## config.mk

```make
export PLATFORM = sky130hd
export DESIGN_NAME = media_timestamp_rebaser
export DESIGN_NICKNAME = d
export VERILOG_FILES = /design/src/rtl/mtr_pkg.sv /design/src/rtl/mtr_ram.sv /design/src/rtl/media_timestamp_rebaser.sv
export SDC_FILE = /design/constraint.sdc
export NUM_CORES = 2
export LEC_CHECK = 0
export ABC_AREA = 1
export BUFFER_PORTS_ARGS = -buffer_cell sky130_fd_sc_hd__buf_2
export CORE_MARGIN = 3
export CORE_UTILIZATION = 49
export DETAILED_ROUTE_END_ITERATION = 6
export PLACE_DENSITY = 0.72
export SYNTH_ARGS = -nofsm -noshare
export SYNTH_HDL_FRONTEND = slang
export SYNTH_SLANG_ARGS = --single-unit
```

## constraint.sdc

```tcl
create_clock -name clk -period 8.9 [get_ports clk]
set_input_delay 0.89 -clock clk [delete_from_list [all_inputs] [get_ports clk]]
set_output_delay 0.89 -clock clk [all_outputs]
set_load 0.005 [all_outputs]
```

## src/rtl/mtr_pkg.sv

```systemverilog
// mtr_pkg: shared types and constants for the media timestamp rebaser.
// Beat payload structs, register map codes and default sizing.
// No dependencies.
`timescale 1ns / 1ps

package mtr_pkg;

	localparam int unsigned STREAM_COUNT_DEF = 16;
	localparam int unsigned STREAM_W = 4;
	localparam int unsigned TIME_W = 63;
	localparam int unsigned MASK_W = 16;
	localparam int unsigned APB_DATA_W = 64;
	localparam int unsigned PADDR_W = 5;
	localparam int unsigned REG_ADDR_LSB = 3;
	localparam int unsigned REG_IDX_W = PADDR_W - REG_ADDR_LSB;

	localparam logic [TIME_W-1:0] TIME_MAX = {TIME_W{1'b1}};
	localparam logic [MASK_W-1:0] MASK_RESET = MASK_W'(1);

	typedef enum logic [REG_IDX_W-1:0] {
		REG_WINDOW_START = 2'd0,
		REG_WINDOW_END = 2'd1,
		REG_ENABLE_MASK = 2'd2
	} reg_idx_t;

	typedef struct packed {
		logic [STREAM_W-1:0] stream_number;
		logic time_valid;
		logic signed [63:0] sample_time;
		logic duration_valid;
		logic signed [63:0] sample_duration;
		logic decode_valid;
		logic [63:0] decode_time;
	} sample_t;

	typedef struct packed {
		logic accepted;
		logic [STREAM_W-1:0] out_stream;
		logic [TIME_W-1:0] out_time;
		logic [TIME_W-1:0] out_duration;
		logic out_decode_valid;
		logic [TIME_W-1:0] out_decode_time;
		logic discontinuity;
	} result_t;

endpackage

```

## src/rtl/mtr_ram.sv

```systemverilog
// mtr_ram: generic single write port, single read port RAM, registered read.
// Read and write of one address at the same edge returns the old data.
// No dependencies.
`timescale 1ns / 1ps

module mtr_ram #(
	parameter int unsigned WIDTH = 63,
	parameter int unsigned DEPTH = 16
) (
	input  logic clk,
	input  logic wr_en,
	input  logic [((DEPTH > 1) ? $clog2(DEPTH) : 1)-1:0] wr_addr,
	input  logic [WIDTH-1:0] wr_data,
	input  logic rd_en,
	input  logic [((DEPTH > 1) ? $clog2(DEPTH) : 1)-1:0] rd_addr,
	output logic [WIDTH-1:0] rd_data
);

	logic [WIDTH-1:0] mem_q [DEPTH];
	logic [WIDTH-1:0] rd_data_q;

	always_ff @(posedge clk) begin
		if (wr_en) begin
			mem_q[wr_addr] <= wr_data;
		end
		if (rd_en) begin
			rd_data_q <= mem_q[rd_addr];
		end
	end

	assign rd_data = rd_data_q;

endmodule

```

## src/rtl/media_timestamp_rebaser.sv

```systemverilog
// media_timestamp_rebaser: per-sample timestamp rebasing for a media mux.
// Pipeline: accept edge -> s1 register -> result register.
// Throughput: one beat per cycle unless result stalls; history per stream
// in two RAMs, one-entry write bypass: back-to-back same-stream beats exact.
// Reset (arst_n low): config to defaults, history marked empty through
// per-stream seen bits, no clearing pass; payload registers are not reset.
`timescale 1ns / 1ps

module media_timestamp_rebaser #(
	parameter int unsigned STREAM_COUNT = mtr_pkg::STREAM_COUNT_DEF
) (
	input  logic clk,
	input  logic arst_n,
	// APB-style register port
	input  logic psel,
	input  logic penable,
	input  logic pwrite,
	input  logic [mtr_pkg::PADDR_W-1:0] paddr,
	input  logic [mtr_pkg::APB_DATA_W-1:0] pwdata,
	output logic [mtr_pkg::APB_DATA_W-1:0] prdata,
	output logic pready,
	// sample channel
	input  logic sample_valid,
	output logic sample_ready,
	input  mtr_pkg::sample_t sample,
	// result channel
	output logic result_valid,
	input  logic result_ready,
	output mtr_pkg::result_t result
);

	localparam int unsigned AW = (STREAM_COUNT > 1) ? $clog2(STREAM_COUNT) : 1;
	localparam int unsigned RAM_DEPTH = 1 << AW;
	localparam int unsigned TW = mtr_pkg::TIME_W;

	// Force v strictly above prev when there is a prev; saturate at the top.
	function automatic logic [TW-1:0] force_rising(
		input logic [TW-1:0] v,
		input logic seen,
		input logic [TW-1:0] prev
	);
		logic [TW-1:0] r;
		r = v;
		if (seen && (v <= prev)) begin
			r = (prev == mtr_pkg::TIME_MAX) ? prev : prev + TW'(1);
		end
		return r;
	endfunction

	// ------------------------------------------------------------------
	// Configuration registers
	// ------------------------------------------------------------------
	logic [TW-1:0] window_start_q;
	logic [TW-1:0] window_end_q;
	logic [mtr_pkg::MASK_W-1:0] enable_mask_q;
	mtr_pkg::reg_idx_t reg_idx;
	logic cfg_wr;

	assign pready = 1'b1;
	assign reg_idx = mtr_pkg::reg_idx_t'(paddr[mtr_pkg::PADDR_W-1:mtr_pkg::REG_ADDR_LSB]);
	assign cfg_wr = psel && penable && pwrite;

	always_ff @(posedge clk or negedge arst_n) begin
		if (!arst_n) begin
			window_start_q <= '0;
			window_end_q <= '0;
			enable_mask_q <= mtr_pkg::MASK_RESET;
		end else if (cfg_wr) begin
			case (reg_idx)
				mtr_pkg::REG_WINDOW_START: window_start_q <= pwdata[TW-1:0];
				mtr_pkg::REG_WINDOW_END: window_end_q <= pwdata[TW-1:0];
				mtr_pkg::REG_ENABLE_MASK: enable_mask_q <= pwdata[mtr_pkg::MASK_W-1:0];
				default: ;
			endcase
		end
	end

	always_comb begin
		case (reg_idx)
			mtr_pkg::REG_WINDOW_START: prdata = {1'b0, window_start_q};
			mtr_pkg::REG_WINDOW_END: prdata = {1'b0, window_end_q};
			mtr_pkg::REG_ENABLE_MASK:
				prdata = {{(mtr_pkg::APB_DATA_W - mtr_pkg::MASK_W){1'b0}}, enable_mask_q};
			default: prdata = '0;
		endcase
	end

	// ------------------------------------------------------------------
	// Handshake: s1 holds the beat under work, result_q the finished one.
	// ------------------------------------------------------------------
	logic valid_s1;
	mtr_pkg::sample_t sample_s1;
	logic [AW-1:0] addr_s1;
	logic result_valid_q;
	mtr_pkg::result_t result_q;
	logic out_load;
	logic commit;
	logic take;

	assign out_load = !result_valid_q || result_ready;
	assign sample_ready = !valid_s1 || out_load;
	assign take = sample_valid && sample_ready;
	assign commit = valid_s1 && out_load;

	// stream number widened then cut to the RAM address width
	logic [AW+mtr_pkg::STREAM_W-1:0] stream_ext;
	logic [AW-1:0] rd_addr;
	assign stream_ext = {{AW{1'b0}}, sample.stream_number};
	assign rd_addr = stream_ext[AW-1:0];

	always_ff @(posedge clk or negedge arst_n) begin
		if (!arst_n) begin
			valid_s1 <= 1'b0;
		end else if (sample_ready) begin
			valid_s1 <= sample_valid;
		end
	end

	always_ff @(posedge clk) begin
		if (take) begin
			sample_s1 <= sample;
			addr_s1 <= rd_addr;
		end
	end

	// ------------------------------------------------------------------
	// Per-stream history: RAM read issued at accept, lands with s1.
	// ------------------------------------------------------------------
	logic [TW-1:0] pres_rd;
	logic [TW-1:0] dec_rd;
	logic pres_wr;
	logic dec_wr;
	logic [TW-1:0] pres_new;
	logic [TW-1:0] dec_new;

	mtr_ram #(.WIDTH(TW), .DEPTH(RAM_DEPTH)) u_pres_ram (
		.clk(clk),
		.wr_en(pres_wr),
		.wr_addr(addr_s1),
		.wr_data(pres_new),
		.rd_en(take),
		.rd_addr(rd_addr),
		.rd_data(pres_rd)
	);

	mtr_ram #(.WIDTH(TW), .DEPTH(RAM_DEPTH)) u_dec_ram (
		.clk(clk),
		.wr_en(dec_wr),
		.wr_addr(addr_s1),
		.wr_data(dec_new),
		.rd_en(take),
		.rd_addr(rd_addr),
		.rd_data(dec_rd)
	);

	// seen bits stand in for the "none yet" reset of the history
	logic [RAM_DEPTH-1:0] pres_seen_q;
	logic [RAM_DEPTH-1:0] dec_seen_q;

	// last write of each RAM, covers a read that raced that write
	logic byp_pres_valid_q;
	logic [AW-1:0] byp_pres_addr_q;
	logic [TW-1:0] byp_pres_data_q;
	logic byp_dec_valid_q;
	logic [AW-1:0] byp_dec_addr_q;
	logic [TW-1:0] byp_dec_data_q;
	logic video_pending_q;

	always_ff @(posedge clk or negedge arst_n) begin
		if (!arst_n) begin
			pres_seen_q <= '0;
			dec_seen_q <= '0;
			byp_pres_valid_q <= 1'b0;
			byp_dec_valid_q <= 1'b0;
			video_pending_q <= 1'b1;
		end else begin
			if (pres_wr) begin
				pres_seen_q[addr_s1] <= 1'b1;
				byp_pres_valid_q <= 1'b1;
			end
			if (dec_wr) begin
				dec_seen_q[addr_s1] <= 1'b1;
				byp_dec_valid_q <= 1'b1;
			end
			if (pres_wr && (sample_s1.stream_number == '0)) begin
				video_pending_q <= 1'b0;
			end
		end
	end

	always_ff @(posedge clk) begin
		if (pres_wr) begin
			byp_pres_addr_q <= addr_s1;
			byp_pres_data_q <= pres_new;
		end
		if (dec_wr) begin
			byp_dec_addr_q <= addr_s1;
			byp_dec_data_q <= dec_new;
		end
	end

	// ------------------------------------------------------------------
	// s1 datapath
	// ------------------------------------------------------------------
	logic in_range;
	logic enabled;
	logic [TW-1:0] t_low;
	logic in_window;
	logic keep;
	logic [TW-1:0] pres_prev;
	logic [TW-1:0] dec_prev;
	logic [TW-1:0] rebased;
	logic [TW-1:0] dur_raw;
	logic [TW-1:0] span;
	logic [TW-1:0] dur_clamped;
	logic [63:0] dts_diff;
	logic [TW-1:0] dts_base;
	mtr_pkg::result_t res_next;

	assign in_range = 32'(sample_s1.stream_number) < STREAM_COUNT;
	assign enabled = enable_mask_q[sample_s1.stream_number];
	assign t_low = sample_s1.sample_time[TW-1:0];
	// negative times never reach the window
	assign in_window = sample_s1.time_valid && !sample_s1.sample_time[63]
		&& (t_low >= window_start_q) && (t_low < window_end_q);
	assign keep = in_range && enabled && in_window;

	assign pres_prev = (byp_pres_valid_q && (byp_pres_addr_q == addr_s1))
		? byp_pres_data_q : pres_rd;
	assign dec_prev = (byp_dec_valid_q && (byp_dec_addr_q == addr_s1))
		? byp_dec_data_q : dec_rd;

	assign rebased = t_low - window_start_q;
	assign pres_new = force_rising(rebased, pres_seen_q[addr_s1], pres_prev);

	// duration: missing, zero or negative counts as 1; clip at window end
	assign dur_raw = (!sample_s1.duration_valid || sample_s1.sample_duration[63]
		|| (sample_s1.sample_duration == '0))
		? TW'(1) : sample_s1.sample_duration[TW-1:0];
	assign span = window_end_q - t_low;
	assign dur_clamped = (dur_raw > span) ? span : dur_raw;

	// decode time: floor at zero, saturate above the 63-bit range
	assign dts_diff = sample_s1.decode_time - {1'b0, window_start_q};
	always_comb begin
		if (sample_s1.decode_time <= {1'b0, window_start_q}) begin
			dts_base = '0;
		end else if (dts_diff[63]) begin
			dts_base = mtr_pkg::TIME_MAX;
		end else begin
			dts_base = dts_diff[TW-1:0];
		end
	end
	assign dec_new = force_rising(dts_base, dec_seen_q[addr_s1], dec_prev);

	assign pres_wr = commit && keep;
	assign dec_wr = commit && keep && sample_s1.decode_valid;

	always_comb begin
		res_next = '0;
		res_next.out_stream = sample_s1.stream_number;
		if (keep) begin
			res_next.accepted = 1'b1;
			res_next.out_time = pres_new;
			res_next.out_duration = dur_clamped;
			res_next.out_decode_valid = sample_s1.decode_valid;
			res_next.out_decode_time = sample_s1.decode_valid ? dec_new : '0;
			res_next.discontinuity = (sample_s1.stream_number == '0) && video_pending_q;
		end
	end

	// ------------------------------------------------------------------
	// Result register
	// ------------------------------------------------------------------
	always_ff @(posedge clk or negedge arst_n) begin
		if (!arst_n) begin
			result_valid_q <= 1'b0;
		end else if (out_load) begin
			result_valid_q <= valid_s1;
		end
	end

	always_ff @(posedge clk) begin
		if (commit) begin
			result_q <= res_next;
		end
	end

	assign result_valid = result_valid_q;
	assign result = result_q;

endmodule
```

# --- Word level (Yosys, flattened, before mapping) ---
# Memories as Yosys holds them, arrays and structs flattened. A register that Yosys moved wholly into a read port is not among the register bits.
# Cells that the tools add are included.
word_totals:
  inputBits: 275
  ff_bits: 708
  memories: 2
  ram_bits: 2016
classes:
  order_cmp: 8
  n_eq_ne: 6
  bitwise_logic: 2
  n_mux: 24
  n_addsub: 5
  n_reduce_logical: 32
mem_list:
  columns: ["name", "depth", "width", "read_ports", "rd_clocked_by_memory_dff", "write_ports", "line", "rtl"]
  rows:
  - ["u_dec_ram.mem_q", 16, 63, 1, 1, 1, "mtr_ram.sv:19", "logic [WIDTH-1:0] mem_q [DEPTH];"]
  - ["u_pres_ram.mem_q", 16, 63, 1, 1, 1, "mtr_ram.sv:19", null]
ops:
  columns: ["op", "count"]
  rows:
  - ["63-bit 2-to-1 mux", 10]
  - ["63-bit case mux with 3 select lines", 1]
  - ["63-bit by 1-bit adder with 63-bit output (second input constant)", 2]
  - ["63-bit equality test (second input constant)", 2]
  - ["63-bit less-or-equal comparator", 2]
  - ["63-bit subtractor", 2]
  - ["64-bit by 63-bit less-or-equal comparator with 1-bit output", 1]
  - ["64-bit zero test", 1]
  - ["64-bit by 63-bit subtractor with 64-bit output", 1]
  - ["63-bit greater-or-equal comparator", 1]
  - ["63-bit greater-than comparator", 1]
  - ["63-bit less-than comparator", 1]
  - ["16-bit bitwise OR", 2]
  - ["1-bit logical AND", 17]
  - ["1-bit binary-select mux with 4-bit select", 3]
  - ["1-bit 2-to-1 mux", 9]
  - ["4-bit equality test", 2]
  - ["2-bit AND reduction", 4]
  - ["4-bit by 5-bit less-than comparator with 1-bit output (second input constant)", 1]
  - ["1-bit demux with 4-bit select", 1]
  - ["4-bit by 1-bit greater-or-equal comparator with 1-bit output (second input constant)", 1]
  - ["1-bit zero test", 4]
  - ["4-bit zero test", 1]
  - ["1-bit logical OR", 4]
  - ["other kinds (3)", 3]

# --- Longest topological paths before layout ---
depth:
  ltp_word: 9
  depth_mapped: 38
  depth_no_buf: 36

# --- Cells and area by module ---
# From an unflattened synthesis, not the netlist that was laid out.
unflattened:
  hier_cells: 16438
  area_unflattened_um2: 146244.0
by_module_without_submodules:
  columns: ["module", "n_inst", "area_per_inst_um2", "cells_each", "seq_area_each_um2"]
  rows:
  - ["mtr_ram", 2, 45072.0, 4143, 32160.8]
  - ["media_timestamp_rebaser", 1, 56100.1, 8152, 20367.0]

# --- Worst setup path before layout ---
# Ideal clock, no wire load.
synth_timing:
  path_kind: "input -> register"
  from: "in result_ready"
  to: "reg byp_dec_addr_q[0], enable pin"
  arrival_ps: 8960
  required_ps: 8479
  path_buffers: 2
  stages: 8
  setup_ps: 421
  path_slack_ps: -480
  cell_sequence: "inv_1 nand2_1 nand2_1 inv_1 clkbuf_1 clkbuf_1 nand3_1 inv_1"
synth_via:
  elab_chain_cells: 4
synth_rtl:
  columns: ["item", "line", "rtl"]
  rows:
  - ["start, declared", "media_timestamp_rebaser.sv:28", "input logic result_ready,"]
  - ["1-bit logical OR", "media_timestamp_rebaser.sv:100", "assign out_load = !result_valid_q || result_ready;"]
  - ["1-bit logical AND", "media_timestamp_rebaser.sv:103", "assign commit = valid_s1 && out_load;"]
  - ["via commit", "media_timestamp_rebaser.sv:97", "logic commit;"]
  - ["1-bit logical AND (2 in series)", "media_timestamp_rebaser.sv:257", "assign dec_wr = commit && keep && sample_s1.decode_valid;"]
  - ["via dec_wr", "media_timestamp_rebaser.sv:132", "logic dec_wr;"]
  - ["end signal, assigned", "media_timestamp_rebaser.sv:197", "byp_dec_addr_q <= addr_s1;"]
  - ["end, declared", "media_timestamp_rebaser.sv:165", "logic [AW-1:0] byp_dec_addr_q;"]
# The timed path passes the listed nets, and every way through them passes these cells.
# A chain may end at the register's enable or synchronous reset.

# --- Final worst setup path ---
layout_timing:
  from: "reg window_start_q[0]"
  to: "mem u_pres_ram.mem_q[15][4] (data pin)"
layout_via:
  elab_chain_cells: 4
layout_rtl:
  columns: ["item", "line", "rtl"]
  rows:
  - ["start, declared", "media_timestamp_rebaser.sv:53", "logic [TW-1:0] window_start_q;"]
  - ["start signal, assigned", "media_timestamp_rebaser.sv:70", "mtr_pkg::REG_WINDOW_START: window_start_q <= pwdata[TW-1:0];"]
  - ["63-bit subtractor (*)", "media_timestamp_rebaser.sv:233", "assign rebased = t_low - window_start_q;"]
  - ["63-bit less-or-equal comparator", "media_timestamp_rebaser.sv:44", "if (seen && (v <= prev)) begin"]
  - ["1-bit logical AND", "media_timestamp_rebaser.sv:44", null]
  - ["63-bit 2-to-1 mux (*)", "media_timestamp_rebaser.sv:44", null]
  - ["via pres_new[4]", "media_timestamp_rebaser.sv:133", "logic [TW-1:0] pres_new;"]
  - ["end, declared", "mtr_ram.sv:19", null]
# Mark *: on every way through the listed nets, which the timed path passes. The rest lies on a longest branch.

==> key figures <==
Timing
  – RSZ-0062 raised after global routing: no
  – Max Freq: about 140 MHz
  – Min Tclk post-route: approximately 7200 ps
  – Slew Limit Fails: 0
  – Final Cycle Share: 80.8%
  – Measured slew at the worst slew-check pin: between 1000 and 1500 ps
  – Layout Skew: about 130 ps
  – Final hold vios: 0
  – Final setup fails: 0
  – Rel. slew slack: just under 20%
  – Fin Setup TNS: 0 ps
  – Hold slack: about 27 ps

Pwr
  – Peak VDD IR: between 150 and 200 uV
  – Combinational power share: around a quarter
  – Flop pwr share: 43.9%
  – Leak: 58.3 nW
  – Switch share: 34.6%
  – Pwr/cell area: around 260 mW/mm2
  – Sw power: approximately 14 mW
  – Internal power: 26.2 mW
  – Clock power share: approximately 31%

Clock network
  – Num CTS Buffers: 300
  – Setup repair bufs after CTS: 0
  – Post-CTS Resized: 0
  – Clock transition at path regs: approximately 60 ps
  – Clock Sinks: 2850
  – Clock buffer depth: 4
  – Clock Tree Root: clkbuf_16
  – Htree depth: 5
  – CTS tree: yes
  – Clock Latency Late Sink: 970 ps
  – CTS Hold Bufs: 0

Route
  – Highest routed layer: met5
  – Post-route DRC: 0
  – Post-route ant nets: 0
  – Vias: around 110k
  – Vias/cell: about 6.1
  – WL/cell: around 29 um
  – Met3 WL: between 50 and 60 mm
  – Routed Wire Length: between 500 and 600 mm
  – DR pass1 iterations: 7
  – Wire length on met1: 213 mm
  – Metal2 WL: ~220 mm
  – DR iter-0 viols: between 15000 and 20000

Die
  – Die H: 535 um
  – FP Rows: between 150 and 200
  – Die area: 0.286 mm2
  – Initial Util: between 40% and 50%
  – I/O Pins: about 540
  – Die width: around 540 um
  – Core area: roughly 0.28 mm2

Cells and area
  – Core Util, Final: between 50% and 60%
  – Final Instance Area: ~0.15 mm2
  – Nets@finish: about 15000
  – Final std cells w/o fill: between 15000 and 20000
  – Share of cells above drive strength 1: just under 9%
  – Area growth, synth to finish: 11.8%

Synthesis
  – Yosys cell types: between 50 and 60
  – Synth Area per Inst: between 10 and 15 um2
  – Largest area contributor in the netlist: edfxtp_1
  – Synth Flop Type: edfxtp_1
  – Largest cells by area after synthesis: edfxtp_1, nand2_1, o21ai_0, nor2_1, inv_1
  – Number of synthesized flops with an enable pin: between 2000 and 3000
  – Async SR Flop Fraction: 6.28%
  – Post-synth top area share: 58.5%
  – Post-Syn Nets: between 10000 and 15000
  – Synth warnings: 0
  – Number of synthesized register bits: 2850
  – Cell Area, Synth: between 0.1 and 0.15 mm2
  – Register area share after synthesis: between 60% and 70%
  – Syn Inst Count: roughly 14000

Hold path
  – Tightest Hold Check Type: in -> async

Setup path
  – Worst Path Max Fanout: 42
  – CP endpoint kind: flip-flop
  – WP data arrival: 7770 ps
  – Worst endpoint required time: between 9000 and 10000 ps
  – CP Class: reg -> reg
  – Crit path launch type: flip-flop

Global routing
  – Initial antenna violation count: 58
  – Number of global-route vias before repair: just over 100k
  – Grt ovf: 0
  – First-pass GRT wire length: around 720 mm
  – Total track usage: a little over a third
  – Largest net degree at the start of global routing: 161

Placed design
  – Placed instance count: around 17000
  – Hpwl dp: 362 mm
  – Post-DP Area: around 0.14 mm2
  – Buffers on Ports: approximately 530
  – GPL Wtd Cong: 1.06

Outcome
  – Status: finished clean

Flow run
  – Max_cap viols: 0
[cell type report]
type | count | area, um2
Antenna cell | 11 | 27.5
Clock buffer | 368 | 7850
Clock inverter | 164 | 1620
Fill cell | 24100 | 124000
Inverter | 1322 | 5050
Multi-Input combinational cell | 8863 | 45100
Sequential cell | 2850 | 84700
Tap cell | 3705 | 4640
Timing Repair Buffer | 710 | 4400
[flip-flops by register name (all words and copies together), names as in the netlist, 4 cells and up]
name	count
addr_s1	4
byp_dec_addr_q	4
byp_dec_data_q	63
byp_pres_addr_q	4
byp_pres_data_q	63
dec_seen_q	16
enable_mask_q	16
pres_seen_q	16
result	196
sample_s1	195
u_dec_ram.mem_q	1008
u_dec_ram.rd_data	63
u_pres_ram.mem_q	1008
u_pres_ram.rd_data	63
window_end_q	63
window_start_q	63
[placed cells by master, fill, tap and decap left out, types with 248 or more instances in the layout]
cell type  netlist  layout
a21oi_1        523     522
ha_1           380     380
buf_2           36     526
edfxtp_1      2671    2671
nand2_1       2308    2301
o221ai_1       250     248
nor2_1        2130    2115
o22ai_1        319     319
nand3_1        429     429
o21ai_0       1613    1613
inv_1         1299    1275
nand4_1        269     269
clkbuf_16        0     302
[path summary, 6_finish.rpt]
kind | endpoint | depth (start not counted) | slack [ps] | startpoint
hold / removal | window_start_q[19]$_DFFE_PN0P_ | 1 | 30 | arst_n
max in group asynchronous | pres_seen_q[5]$_DFFE_PN0P_ | 3 | 6810 | arst_n
setup reg to reg | u_pres_ram.mem_q[15][4]$_DFFE_PP_ | 25 | 1710 | window_start_q[0]$_DFFE_PN0P_
hold reg to reg | video_pending_q$_DFFE_PN1P_ | 2 | 450 | video_pending_q$_DFFE_PN1P_
min in group clk | sample_s1[40]$_DFFE_PP_ | 1 | 170 | sample[40]
setup / recovery | u_pres_ram.mem_q[15][4]$_DFFE_PP_ | 25 | 1710 | window_start_q[0]$_DFFE_PN0P_
[power groups by stage]
stage	Combinational, mW	Clock [mW]	Sequential, mW
after global routing	10.9	12.9	17.6
after detailed placement	9.84	0	17.8
final	10.2	12.2	17.6
after CTS	9.89	12.3	17.5
after global placement	9.76	0	17.8
after floorplan	5.53	0	17.5
[worst max-delay path, stage by stage, from the launching register on]
cell	delay, ps
dfrtp_1	620
ha_1	360
fa_1	410
o21ai_0	410
a21boi_0	280
o21ai_0	490
nand2_1	130
nand2_1	240
nand3_1	100
nand2_1	100
xor2_1	380
inv_1	90
ha_1	310
nand2_1	80
inv_1	70
nand3_1	80
nor2_1	180
nand2_1	150
nor3_1	190
nand2_1	80
nand2_1	100
a21oi_4	60
inv_2	640
buf_4	410
nand2_1	110
nand2_1	740
[stage by stage]
step / power (mW) / setup slack, ps
3_5_place_dp: 27.6 / 1970
2_1_floorplan: 23.0 / 823
6_report: 40.0 / 1710
3_3_place_gp: 27.6 / 2050
5_1_grt: 41.3 / 1410
4_1_cts: 39.7 / 1960
[layer usage]
metal	track usage (%)	vias up
met5	0	-
met1	51.5	53400
met4	13.5	38
li1	-	48600
met2	51.2	6592
met3	6.49	919
[cell families (layout without fill, tap and decap cells)]
| family | count (synthesis) | in the layout | share of synthesized area, % |
|---|---|---|---|
| simple gates | 5299 | 5299 | 15.7 |
| compound gates | 3020 | 3020 | 12.5 |
| flops | 2850 | 2850 | 61.7 |
| buf+inv | 1956 | 2564 | 5.55 |
| fa+ha+maj | 383 | 383 | 3.51 |
| xor+xnor | 144 | 144 | 0.919 |
| mux | 15 | 15 | 0.109 |
| other cells | 2 | 13 | 0.00547 |
[synthesized netlist by cell type, drive strengths merged, types with 5 or more instances]
cell type  instances
dfrtp            177
o21bai            41
a21oi            523
o221ai           250
nand3            434
a31oi             23
o22ai            319
xnor2             42
nor2            2155
o21a              26
o211ai           104
mux2i             15
clkbuf           520
edfxtp          2671
buf              114
a21boi            15
a21o              32
or2                5
o31ai              5
nor4              35
o21ai           1656
nand4            269
o32ai              7
inv             1318
xor2             102
ha               380
nor3              42
a211oi             5
nand3b            19
nand2           2332
Note: power is estimated with default switching activity, not from simulation.
